## config.mk

```make
export PLATFORM = sky130hd
export DESIGN_NAME = lru_page_replacement_core
export DESIGN_NICKNAME = d
export VERILOG_FILES = /design/src/rtl/lrupr_pkg.sv /design/src/rtl/lru_page_replacement_core.sv /design/src/rtl/lrupr_cell.sv
export SDC_FILE = /design/constraint.sdc
export NUM_CORES = 1
export LEC_CHECK = 0
export BUFFER_PORTS_ARGS = -buffer_cell sky130_fd_sc_hd__buf_2
export CAP_MARGIN = 5
export CORE_MARGIN = 2
export CORE_UTILIZATION = 40
export CTS_BUF_LIST = sky130_fd_sc_hd__clkbuf_4 sky130_fd_sc_hd__clkbuf_8
export DETAILED_ROUTE_END_ITERATION = 16
export PLACE_DENSITY = 0.64
export SYNTH_ARGS = -nofsm -noshare
export SYNTH_HDL_FRONTEND = slang
export SYNTH_SLANG_ARGS = --single-unit
```

## constraint.sdc

```tcl
create_clock -name clock -period 3.7 [get_ports clock]
set_input_delay 0.185 -clock clock [delete_from_list [all_inputs] [get_ports clock]]
set_output_delay 0.185 -clock clock [all_outputs]
set_load 0.1 [all_outputs]
```

## src/rtl/lrupr_pkg.sv

```systemverilog
// ----------------------------------------------------------------------------
// LRU page replacement - shared types and constants
// Control word for one recency cell, widths of the fixed fields.
// ----------------------------------------------------------------------------
package lrupr_pkg;

   // fixed field widths
   localparam int CFG_W   = 4;
   localparam int FAULT_W = 16;

   localparam logic [CFG_W-1:0]   CFG_RESET = 4'd8;
   localparam logic [FAULT_W-1:0] FAULT_MAX = '1;

   // per-cell control: take the offered entry, or drop validity on restart
   typedef struct packed {
      logic load;
      logic clear;
   } cell_ctrl_type;

endpackage

```

## src/rtl/lru_page_replacement_core.sv

```systemverilog
// ----------------------------------------------------------------------------
// LRU page replacement core
// Fully associative page frame set with least-recently-used replacement.
// ----------------------------------------------------------------------------
// One request is taken per clock cycle and its response appears in the output
// register on the next cycle; a waiting response does not hold up the next
// request unless the response side is stalling. The frames live in a row of
// FRAMES recency cells ordered most recent first: a request picks one cell
// (the hit, the next free place, or the deepest replaceable frame), the new
// entry enters the head and each cell after the head, down to and including
// the picked one, takes its neighbour's contents in the same cycle.
// frames_in_use is written through the csr port (always ready); the user must
// write it only while idle, which the block does not enforce; 0 acts as 1
// and values above FRAMES act as FRAMES.
// ----------------------------------------------------------------------------
module lru_page_replacement_core #(
   parameter int FRAMES    = 8,
   parameter int PAGE_BITS = 16,
   localparam int SLOT_W   = (FRAMES > 1) ? $clog2(FRAMES) : 1,
   localparam int CNT_W    = $clog2(FRAMES + 1)
) (
   input  logic                        clock,
   input  logic                        reset,
   // request channel
   input  logic                        req_valid,
   output logic                        req_stall,
   input  logic [PAGE_BITS-1:0]        req_page_number,
   input  logic                        req_restart,
   // response channel
   output logic                        rsp_valid,
   input  logic                        rsp_stall,
   output logic                        rsp_fault,
   output logic [SLOT_W-1:0]           rsp_frame_slot,
   output logic                        rsp_evicted_valid,
   output logic [PAGE_BITS-1:0]        rsp_evicted_page,
   output logic [CNT_W-1:0]            rsp_frames_occupied,
   output logic [lrupr_pkg::FAULT_W-1:0] rsp_fault_total,
   // register write channel
   input  logic                        csr_valid,
   output logic                        csr_ready,
   input  logic [lrupr_pkg::CFG_W-1:0] csr_frames_in_use
);

   import lrupr_pkg::*;

   localparam int LIM_W = (CNT_W > CFG_W) ? CNT_W : CFG_W;
   localparam logic [LIM_W-1:0] LIM_MAX = LIM_W'(FRAMES);
   localparam logic [LIM_W-1:0] LIM_MIN = LIM_W'(1);

   // configuration
   logic [CFG_W-1:0] cfg_ff, cfg_in;
   logic [LIM_W-1:0] limit;

   // bookkeeping
   logic [CNT_W-1:0]   fill_ff, fill_in, fill_eff;
   logic [FAULT_W-1:0] faults_ff, faults_in, faults_eff;

   // response register
   logic                 rsp_valid_ff;
   logic                 fault_ff;
   logic [SLOT_W-1:0]    slot_ff;
   logic                 ev_valid_ff;
   logic [PAGE_BITS-1:0] ev_page_ff;
   logic [CNT_W-1:0]     occ_ff;
   logic [FAULT_W-1:0]   total_ff;

   // cell row
   logic [FRAMES-1:0]    cell_valid, cell_match, cell_cand;
   logic [SLOT_W-1:0]    cell_slot [FRAMES];
   logic [PAGE_BITS-1:0] cell_page [FRAMES];
   logic [FRAMES-1:0]    hit_vec, victim, fill_pos, sel;
   logic [FRAMES:0]      cand_below, sel_below;

   logic                 accept, hit, do_fill, do_replace;
   logic [SLOT_W-1:0]    sel_slot, new_slot;
   logic [PAGE_BITS-1:0] victim_page;

   assign accept    = req_valid & ~req_stall;
   // output register parts the two sides: stall only while a response is held
   assign req_stall = rsp_valid_ff & rsp_stall;
   assign csr_ready = 1'b1;

   // clamp the frame limit to 1..FRAMES
   always_comb begin
      if (cfg_ff == '0) begin
         limit = LIM_MIN;
      end else if (LIM_W'(cfg_ff) > LIM_MAX) begin
         limit = LIM_MAX;
      end else begin
         limit = LIM_W'(cfg_ff);
      end
   end

   // restart wipes the frames before this request is looked up
   assign fill_eff   = req_restart ? '0 : fill_ff;
   assign faults_eff = req_restart ? '0 : faults_ff;
   assign hit_vec    = req_restart ? '0 : cell_match;
   assign hit        = |hit_vec;
   assign do_fill    = ~hit && (LIM_W'(fill_eff) < limit);
   assign do_replace = ~hit & ~do_fill;

   // priority ripples, tail to head
   assign cand_below[FRAMES] = 1'b0;
   assign sel_below[FRAMES]  = 1'b0;

   for (genvar k = 0; k < FRAMES; k++) begin : g_row
      cell_ctrl_type        ctrl;
      logic                 d_valid;
      logic [SLOT_W-1:0]    d_slot;
      logic [PAGE_BITS-1:0] d_page;

      // deepest replaceable frame is the least recently used one
      assign victim[k]     = cell_cand[k] & ~cand_below[k+1];
      assign cand_below[k] = cell_cand[k] | cand_below[k+1];
      assign fill_pos[k]   = (fill_eff == CNT_W'(k));
      assign sel[k]        = hit ? hit_vec[k] : (do_fill ? fill_pos[k] : victim[k]);
      assign sel_below[k]  = sel[k] | sel_below[k+1];

      // head takes the new entry, cells down to the picked one shift by one
      if (k == 0) begin : g_head
         assign d_valid = 1'b1;
         assign d_slot  = new_slot;
         assign d_page  = req_page_number;
         assign ctrl.load = accept;
      end else begin : g_body
         assign d_valid = cell_valid[k-1];
         assign d_slot  = cell_slot[k-1];
         assign d_page  = cell_page[k-1];
         assign ctrl.load = accept & sel_below[k];
      end
      assign ctrl.clear = accept & req_restart;

      lrupr_cell #(
         .PAGE_BITS (PAGE_BITS),
         .SLOT_W    (SLOT_W),
         .LIM_W     (LIM_W)
      ) u_cell (
         .clock     (clock),
         .reset     (reset),
         .ctrl      (ctrl),
         .d_valid   (d_valid),
         .d_slot    (d_slot),
         .d_page    (d_page),
         .look_page (req_page_number),
         .limit     (limit),
         .q_valid   (cell_valid[k]),
         .q_slot    (cell_slot[k]),
         .q_page    (cell_page[k]),
         .match     (cell_match[k]),
         .cand      (cell_cand[k])
      );
   end

   // picked cell's slot and the replaced page (selects are one-hot)
   always_comb begin
      sel_slot    = '0;
      victim_page = '0;
      for (int i = 0; i < FRAMES; i++) begin
         if (sel[i]) begin
            sel_slot = sel_slot | cell_slot[i];
         end
         if (victim[i]) begin
            victim_page = victim_page | cell_page[i];
         end
      end
   end

   // a fill takes the next free slot in order
   assign new_slot = do_fill ? fill_eff[SLOT_W-1:0] : sel_slot;

   assign fill_in   = do_fill ? fill_eff + CNT_W'(1) : fill_eff;
   assign faults_in = (~hit && (faults_eff != FAULT_MAX)) ? faults_eff + FAULT_W'(1)
                                                          : faults_eff;
   assign cfg_in    = (csr_valid & csr_ready) ? csr_frames_in_use : cfg_ff;

   always_ff @(posedge clock) begin
      if (reset) begin
         cfg_ff       <= CFG_RESET;
         fill_ff      <= '0;
         faults_ff    <= '0;
         rsp_valid_ff <= 1'b0;
      end else begin
         cfg_ff <= cfg_in;
         if (accept) begin
            fill_ff      <= fill_in;
            faults_ff    <= faults_in;
            rsp_valid_ff <= 1'b1;
         end else if (!rsp_stall) begin
            rsp_valid_ff <= 1'b0;
         end
      end
   end

   always_ff @(posedge clock) begin
      if (accept) begin
         fault_ff    <= ~hit;
         slot_ff     <= new_slot;
         ev_valid_ff <= do_replace;
         ev_page_ff  <= do_replace ? victim_page : '0;
         occ_ff      <= fill_in;
         total_ff    <= faults_in;
      end
   end

   assign rsp_valid           = rsp_valid_ff;
   assign rsp_fault           = fault_ff;
   assign rsp_frame_slot      = slot_ff;
   assign rsp_evicted_valid   = ev_valid_ff;
   assign rsp_evicted_page    = ev_page_ff;
   assign rsp_frames_occupied = occ_ff;
   assign rsp_fault_total     = total_ff;

endmodule

```

## src/rtl/lrupr_cell.sv

```systemverilog
// ----------------------------------------------------------------------------
// LRU page replacement - recency cell
// One place of the recency stack: holds slot, page and valid, compares the
// page against the lookup and flags itself as a replacement candidate.
// ----------------------------------------------------------------------------
module lrupr_cell #(
   parameter int PAGE_BITS = 16,
   parameter int SLOT_W    = 3,
   parameter int LIM_W     = 4
) (
   input  logic                    clock,
   input  logic                    reset,
   input  lrupr_pkg::cell_ctrl_type ctrl,
   input  logic                    d_valid,
   input  logic [SLOT_W-1:0]       d_slot,
   input  logic [PAGE_BITS-1:0]    d_page,
   input  logic [PAGE_BITS-1:0]    look_page,
   input  logic [LIM_W-1:0]        limit,
   output logic                    q_valid,
   output logic [SLOT_W-1:0]       q_slot,
   output logic [PAGE_BITS-1:0]    q_page,
   output logic                    match,
   output logic                    cand
);

   logic                 valid_ff, valid_in;
   logic [SLOT_W-1:0]    slot_ff, slot_in;
   logic [PAGE_BITS-1:0] page_ff, page_in;

   always_comb begin
      valid_in = valid_ff & ~ctrl.clear;
      slot_in  = slot_ff;
      page_in  = page_ff;
      if (ctrl.load) begin
         valid_in = d_valid;
         slot_in  = d_slot;
         page_in  = d_page;
      end
   end

   always_ff @(posedge clock) begin
      if (reset) begin
         valid_ff <= 1'b0;
      end else begin
         valid_ff <= valid_in;
      end
   end

   always_ff @(posedge clock) begin
      slot_ff <= slot_in;
      page_ff <= page_in;
   end

   assign q_valid = valid_ff;
   assign q_slot  = slot_ff;
   assign q_page  = page_ff;
   assign match   = valid_ff && (page_ff == look_page);
   // only slots below the frame limit may be replaced
   assign cand    = valid_ff && (LIM_W'(slot_ff) < limit);

endmodule

```

==> report_table.html <==
<table>
<tr><th>Metric</th><th>Value</th></tr>
<tr><th colspan="2">CTS</th></tr>
<tr><td>Clock Latency Late Sink</td><td>about 550 ps</td></tr>
<tr><td>Number of sinks handled by clock tree synthesis</td><td>223</td></tr>
<tr><td>Register clock-pin slew on the reported worst setup and hold paths</td><td>about 60 ps</td></tr>
<tr><td>Cell at the root of the clock tree</td><td>sky130_fd_sc_hd__clkbuf_8</td></tr>
<tr><td>Number of buffers created by CTS</td><td>38</td></tr>
<tr><td>Deepest clock path buffer count</td><td>3</td></tr>
<tr><td>CTS H-tree lvls</td><td>2</td></tr>
<tr><td>TritonCTS clock tree</td><td>built</td></tr>
<tr><th colspan="2">Setup path</th></tr>
<tr><td>Worst endpoint required time</td><td>3910 ps</td></tr>
<tr><td>Critical path data arrival time</td><td>3690 ps</td></tr>
<tr><td>Crit Path Max Fanout</td><td>20</td></tr>
<tr><td>Critical path type</td><td>register to register</td></tr>
<tr><td>Critical Path Start Type</td><td>register</td></tr>
<tr><td>Worst-case register-to-register setup slack</td><td>between 200 and 250 ps</td></tr>
<tr><td>Worst Setup End Kind</td><td>register</td></tr>
<tr><th colspan="2">Die</th></tr>
<tr><td>Starting density of the core</td><td>0.4034</td></tr>
<tr><td>IO Pins</td><td>70</td></tr>
<tr><td>Horizontal extent of the die</td><td>between 150 and 200 um</td></tr>
<tr><td>Y dimension of the die</td><td>173.4 um</td></tr>
<tr><td>Std-Cell Rows</td><td>62</td></tr>
<tr><td>Area of the core</td><td>0.02847 sq mm</td></tr>
<tr><td>DIE AREA</td><td>0.03008 sq mm</td></tr>
<tr><th colspan="2">Run</th></tr>
<tr><td>Max cap viols</td><td>0</td></tr>
<tr><th colspan="2">Logic synthesis</th></tr>
<tr><td>Syn_nets</td><td>1029</td></tr>
<tr><td>Post-synthesis cell area</td><td>between 0.01 and 0.015 sq mm</td></tr>
<tr><td>Most area-hungry cell type in the Yosys netlist</td><td>sky130_fd_sc_hd__edfxtp_1</td></tr>
<tr><td>Proportion of netlist area held by the largest area contributor</td><td>0.4968</td></tr>
<tr><td>Largest cells by area after synthesis</td><td>sky130_fd_sc_hd__edfxtp_1, sky130_fd_sc_hd__dfxtp_1, sky130_fd_sc_hd__xnor2_1</td></tr>
<tr><td>Yosys Warn Count</td><td>0</td></tr>
<tr><td>Average cell area after synthesis</td><td>~12 sq um</td></tr>
<tr><td>Main synth FF type</td><td>sky130_fd_sc_hd__edfxtp_1</td></tr>
<tr><td>Number of standard cells after synthesis</td><td>979</td></tr>
<tr><td>Count of state elements after synthesis</td><td>223</td></tr>
<tr><td>Sequential fraction of the synthesis area</td><td>0.5544</td></tr>
<tr><td>Asr flop ratio synth</td><td>0</td></tr>
<tr><td>Count of flip-flops with a built-in enable after synthesis</td><td>190</td></tr>
<tr><td>Number of different library cells in the post-synthesis netlist</td><td>81</td></tr>
<tr><th colspan="2">Route</th></tr>
<tr><td>Detailed Route WL</td><td>30950 um</td></tr>
<tr><td>Starting DRT DRC Count</td><td>817</td></tr>
<tr><td>Routed len/inst</td><td>20.71 um</td></tr>
<tr><td>Detailed-route vias per instance</td><td>5.663</td></tr>
<tr><td>Number of detailed-route iterations in the first pass</td><td>7</td></tr>
<tr><td>Via Count</td><td>8461</td></tr>
<tr><td>Post-detailed-route count of antenna-violating nets</td><td>0</td></tr>
<tr><td>Drc violations</td><td>0</td></tr>
<tr><th colspan="2">Finish</th></tr>
<tr><td>Post-layout instance count excluding filler cells</td><td>1494</td></tr>
<tr><td>Total of fill cells in the finished design</td><td>2626</td></tr>
<tr><td>Antenna Diode Count</td><td>0</td></tr>
<tr><td>Share of post-route cells with drive strength above 1</td><td>0.1802</td></tr>
<tr><td>Commonest non-fill, non-tap cell in the layout</td><td>sky130_fd_sc_hd__edfxtp_1</td></tr>
<tr><td>Most frequent cells in the layout</td><td>sky130_fd_sc_hd__edfxtp_1, sky130_fd_sc_hd__xnor2_1, sky130_fd_sc_hd__xor2_1</td></tr>
<tr><td>Final net count</td><td>1130</td></tr>
<tr><td>Share of the core filled with cells in the final layout</td><td>0.4641</td></tr>
<tr><td>Area Growth Syn to Fin</td><td>15.05%</td></tr>
<tr><th colspan="2">Power</th></tr>
<tr><td>PnR Total Power</td><td>roughly 0.0062 W</td></tr>
<tr><td>Cell leakage power</td><td>4.534 nW</td></tr>
<tr><td>Power density cells</td><td>468.2 mW/mm^2</td></tr>
<tr><td>Worst vdd rail ir drop</td><td>0.3272 mV</td></tr>
<tr><th colspan="2">Timing</th></tr>
<tr><td>Achievable clock frequency</td><td>287.7 MHz</td></tr>
<tr><td>Number of max-slew violations in the final report</td><td>0</td></tr>
<tr><td>Final setup violating endpoints</td><td>0</td></tr>
<tr><td>Portion of the clock cycle consumed by the worst path in the final layout</td><td>0.9393</td></tr>
<tr><td>Max-slew headroom at the worst pin</td><td>0.2713</td></tr>
<tr><td>Setup Skew</td><td>26.32 ps</td></tr>
<tr><td>Worst Tran Pin Value</td><td>1089 ps</td></tr>
<tr><td>Hold violation total from the final report</td><td>0</td></tr>
<tr><td>Setup TNS</td><td>0 ps</td></tr>
<tr><td>Min cycle time layout</td><td>3475 ps</td></tr>
<tr><td>RSZ-0062 raised after global routing</td><td>true</td></tr>
<tr><th colspan="2">Placed design</th></tr>
<tr><td>Weighted congestion reported at the end of routability-driven placement</td><td>about 0.95</td></tr>
<tr><td>Number of instances in the placed design</td><td>1415</td></tr>
<tr><td>Port bufs</td><td>slightly below 70</td></tr>
<tr><td>Post-detail-place hpwl</td><td>22610 um</td></tr>
<tr><th colspan="2">Global route</th></tr>
<tr><td>Global-route wire length before repair</td><td>47580 um</td></tr>
<tr><td>Global-route usage over all layers</td><td>0.2033</td></tr>
<tr><td>Antenna violations before repair</td><td>0</td></tr>
<tr><td>Vias in the first global route</td><td>8215</td></tr>
<tr><td>Overall overflow remaining after global route</td><td>0</td></tr>
<tr><td>Pin count of the biggest net entering global routing</td><td>69</td></tr>
<tr><th colspan="2">Run status</th></tr>
<tr><td>Result of the run</td><td>finished clean</td></tr>
<tr><th colspan="2">Min path</th></tr>
<tr><td>Class of the tightest hold or removal check</td><td>primary input to register</td></tr>
</table>
-- cell families after synthesis --
| group | count (synthesis) | share of synthesized area |
|---|---|---|
| simple gates | 290 | 0.1388 |
| flops | 223 | 0.5544 |
| compound gates | 212 | 0.1292 |
| xor+xnor | 146 | 0.1120 |
| buf+inv | 76 | 0.03279 |
| fa+ha+maj | 24 | 0.02615 |
| mux | 7 | 0.006319 |
| other cells | 1 | 0.0003266 |
-- path summary, 6_finish.rpt --
path                                                 from                                  end  cells after the start
worst min-delay path                            csr_valid               cfg_ff[2]$_SDFFE_PP0P_                      3
worst min register to register  faults_ff[2]$_SDFFE_PP0P_            faults_ff[2]$_SDFFE_PP0P_                      2
worst max-delay path               cfg_ff[3]$_SDFFE_PP1P_  g_row[1].u_cell.q_slot[2]$_DFFE_PP_                     12
worst max register to register     cfg_ff[3]$_SDFFE_PP1P_  g_row[1].u_cell.q_slot[2]$_DFFE_PP_                     12
-- worst max-delay path: stages (launching register included) --
cell and delay (ps):
sky130_fd_sc_hd__dfxtp_1 330, sky130_fd_sc_hd__clkinv_1 110, sky130_fd_sc_hd__nand2_1 220, sky130_fd_sc_hd__buf_4 200
sky130_fd_sc_hd__ha_1 230, sky130_fd_sc_hd__o21ai_0 170, sky130_fd_sc_hd__a221oi_1 140, sky130_fd_sc_hd__nand2b_1 230
sky130_fd_sc_hd__a2111oi_0 640, sky130_fd_sc_hd__nor4_2 130, sky130_fd_sc_hd__a21bo_2 290, sky130_fd_sc_hd__a31oi_2 140
sky130_fd_sc_hd__buf_4 300
-- what timing repair did --
item / CTS / global route
buffers inserted: 0 / 0
hold buffers: 9 / 0
resized for setup: 0 / 3
setup endpoints to repair: 0 / 40
hold endpoints to repair: 5 / 0
-- through the flow --
step	cell area, sq um	hold WS, ps	setup slack (ps)
after floorplan	11500	283.9	77.20
after global placement	12340	408.8	310.0
after detailed placement	12340	417.4	265.1
after CTS	13200	0.4274	236.2
after global routing	13210	13.71	-18.65
final	13210	13.91	224.7
-- final cells by class --
class | count | area, sq um | area share
Timing Repair Buffer | 114 | 733.2 | 0.05550
Multi-Input combinational cell | 680 | 4771 | 0.3611
Tap cell | 384 | 480.5 | 0.03637
Inverter | 23 | 86.33 | 0.006535
Clock inverter | 21 | 162.7 | 0.01231
Sequential cell | 223 | 6366 | 0.4819
Clock buffer | 49 | 611.8 | 0.04631
-- state kept, by name, indices dropped and copies added, names as in the netlist --
register	cells
cfg_ff	4
faults_ff	16
fill_ff	4
g_row.u_cell.q_page	128
g_row.u_cell.q_slot	24
g_row.u_cell.q_valid	8
rsp_evicted_page	16
rsp_evicted_valid	1
rsp_fault	1
rsp_fault_total	16
rsp_frames_occupied	4
rsp_valid	1
-- cells in the mapped netlist, types with 4 or more instances --
master and instances:
sky130_fd_sc_hd__nand3b_1 4, sky130_fd_sc_hd__buf_4 17, sky130_fd_sc_hd__or2_2 4, sky130_fd_sc_hd__xnor2_1 75, sky130_fd_sc_hd__nor3_1 28, sky130_fd_sc_hd__nand2_1 45
sky130_fd_sc_hd__nor4b_1 6, sky130_fd_sc_hd__a221oi_1 18, sky130_fd_sc_hd__xor2_1 70, sky130_fd_sc_hd__o21ai_0 31, sky130_fd_sc_hd__nor2b_1 13, sky130_fd_sc_hd__inv_1 21
sky130_fd_sc_hd__o211a_1 4, sky130_fd_sc_hd__dfxtp_1 33, sky130_fd_sc_hd__nand3_1 31, sky130_fd_sc_hd__nand4_1 15, sky130_fd_sc_hd__mux2i_1 5, sky130_fd_sc_hd__or3_1 5
sky130_fd_sc_hd__o211ai_1 4, sky130_fd_sc_hd__a21oi_1 53, sky130_fd_sc_hd__edfxtp_1 190, sky130_fd_sc_hd__ha_1 24, sky130_fd_sc_hd__a22oi_1 40, sky130_fd_sc_hd__a211oi_1 4
sky130_fd_sc_hd__nand2b_1 12, sky130_fd_sc_hd__or4_1 5, sky130_fd_sc_hd__buf_2 4, sky130_fd_sc_hd__nor2_1 59, sky130_fd_sc_hd__nor4_1 24, sky130_fd_sc_hd__clkbuf_1 28
sky130_fd_sc_hd__and3_1 7, sky130_fd_sc_hd__a311o_1 6, sky130_fd_sc_hd__and2_1 10, sky130_fd_sc_hd__a222oi_1 8
-- power by group --
part,total (W),switching [W],internal (W)
Combinational,0.000849,0.000608,0.000241
Clock,0.00228,0.00104,0.00124
Sequential,0.00305,0.000130,0.00292
-- per-layer routing --
metal  vias to the layer above  part of all wire  GRT usage
met5                         -                 0          0
met1                      4101              0.45     0.2921
met3                        75             0.072    0.03575
li1                       3928                 -          -
met2                       357              0.43     0.3018
met4                         0             0.039    0.08969
No activity file was read; power rests on OpenSTA's default activity.
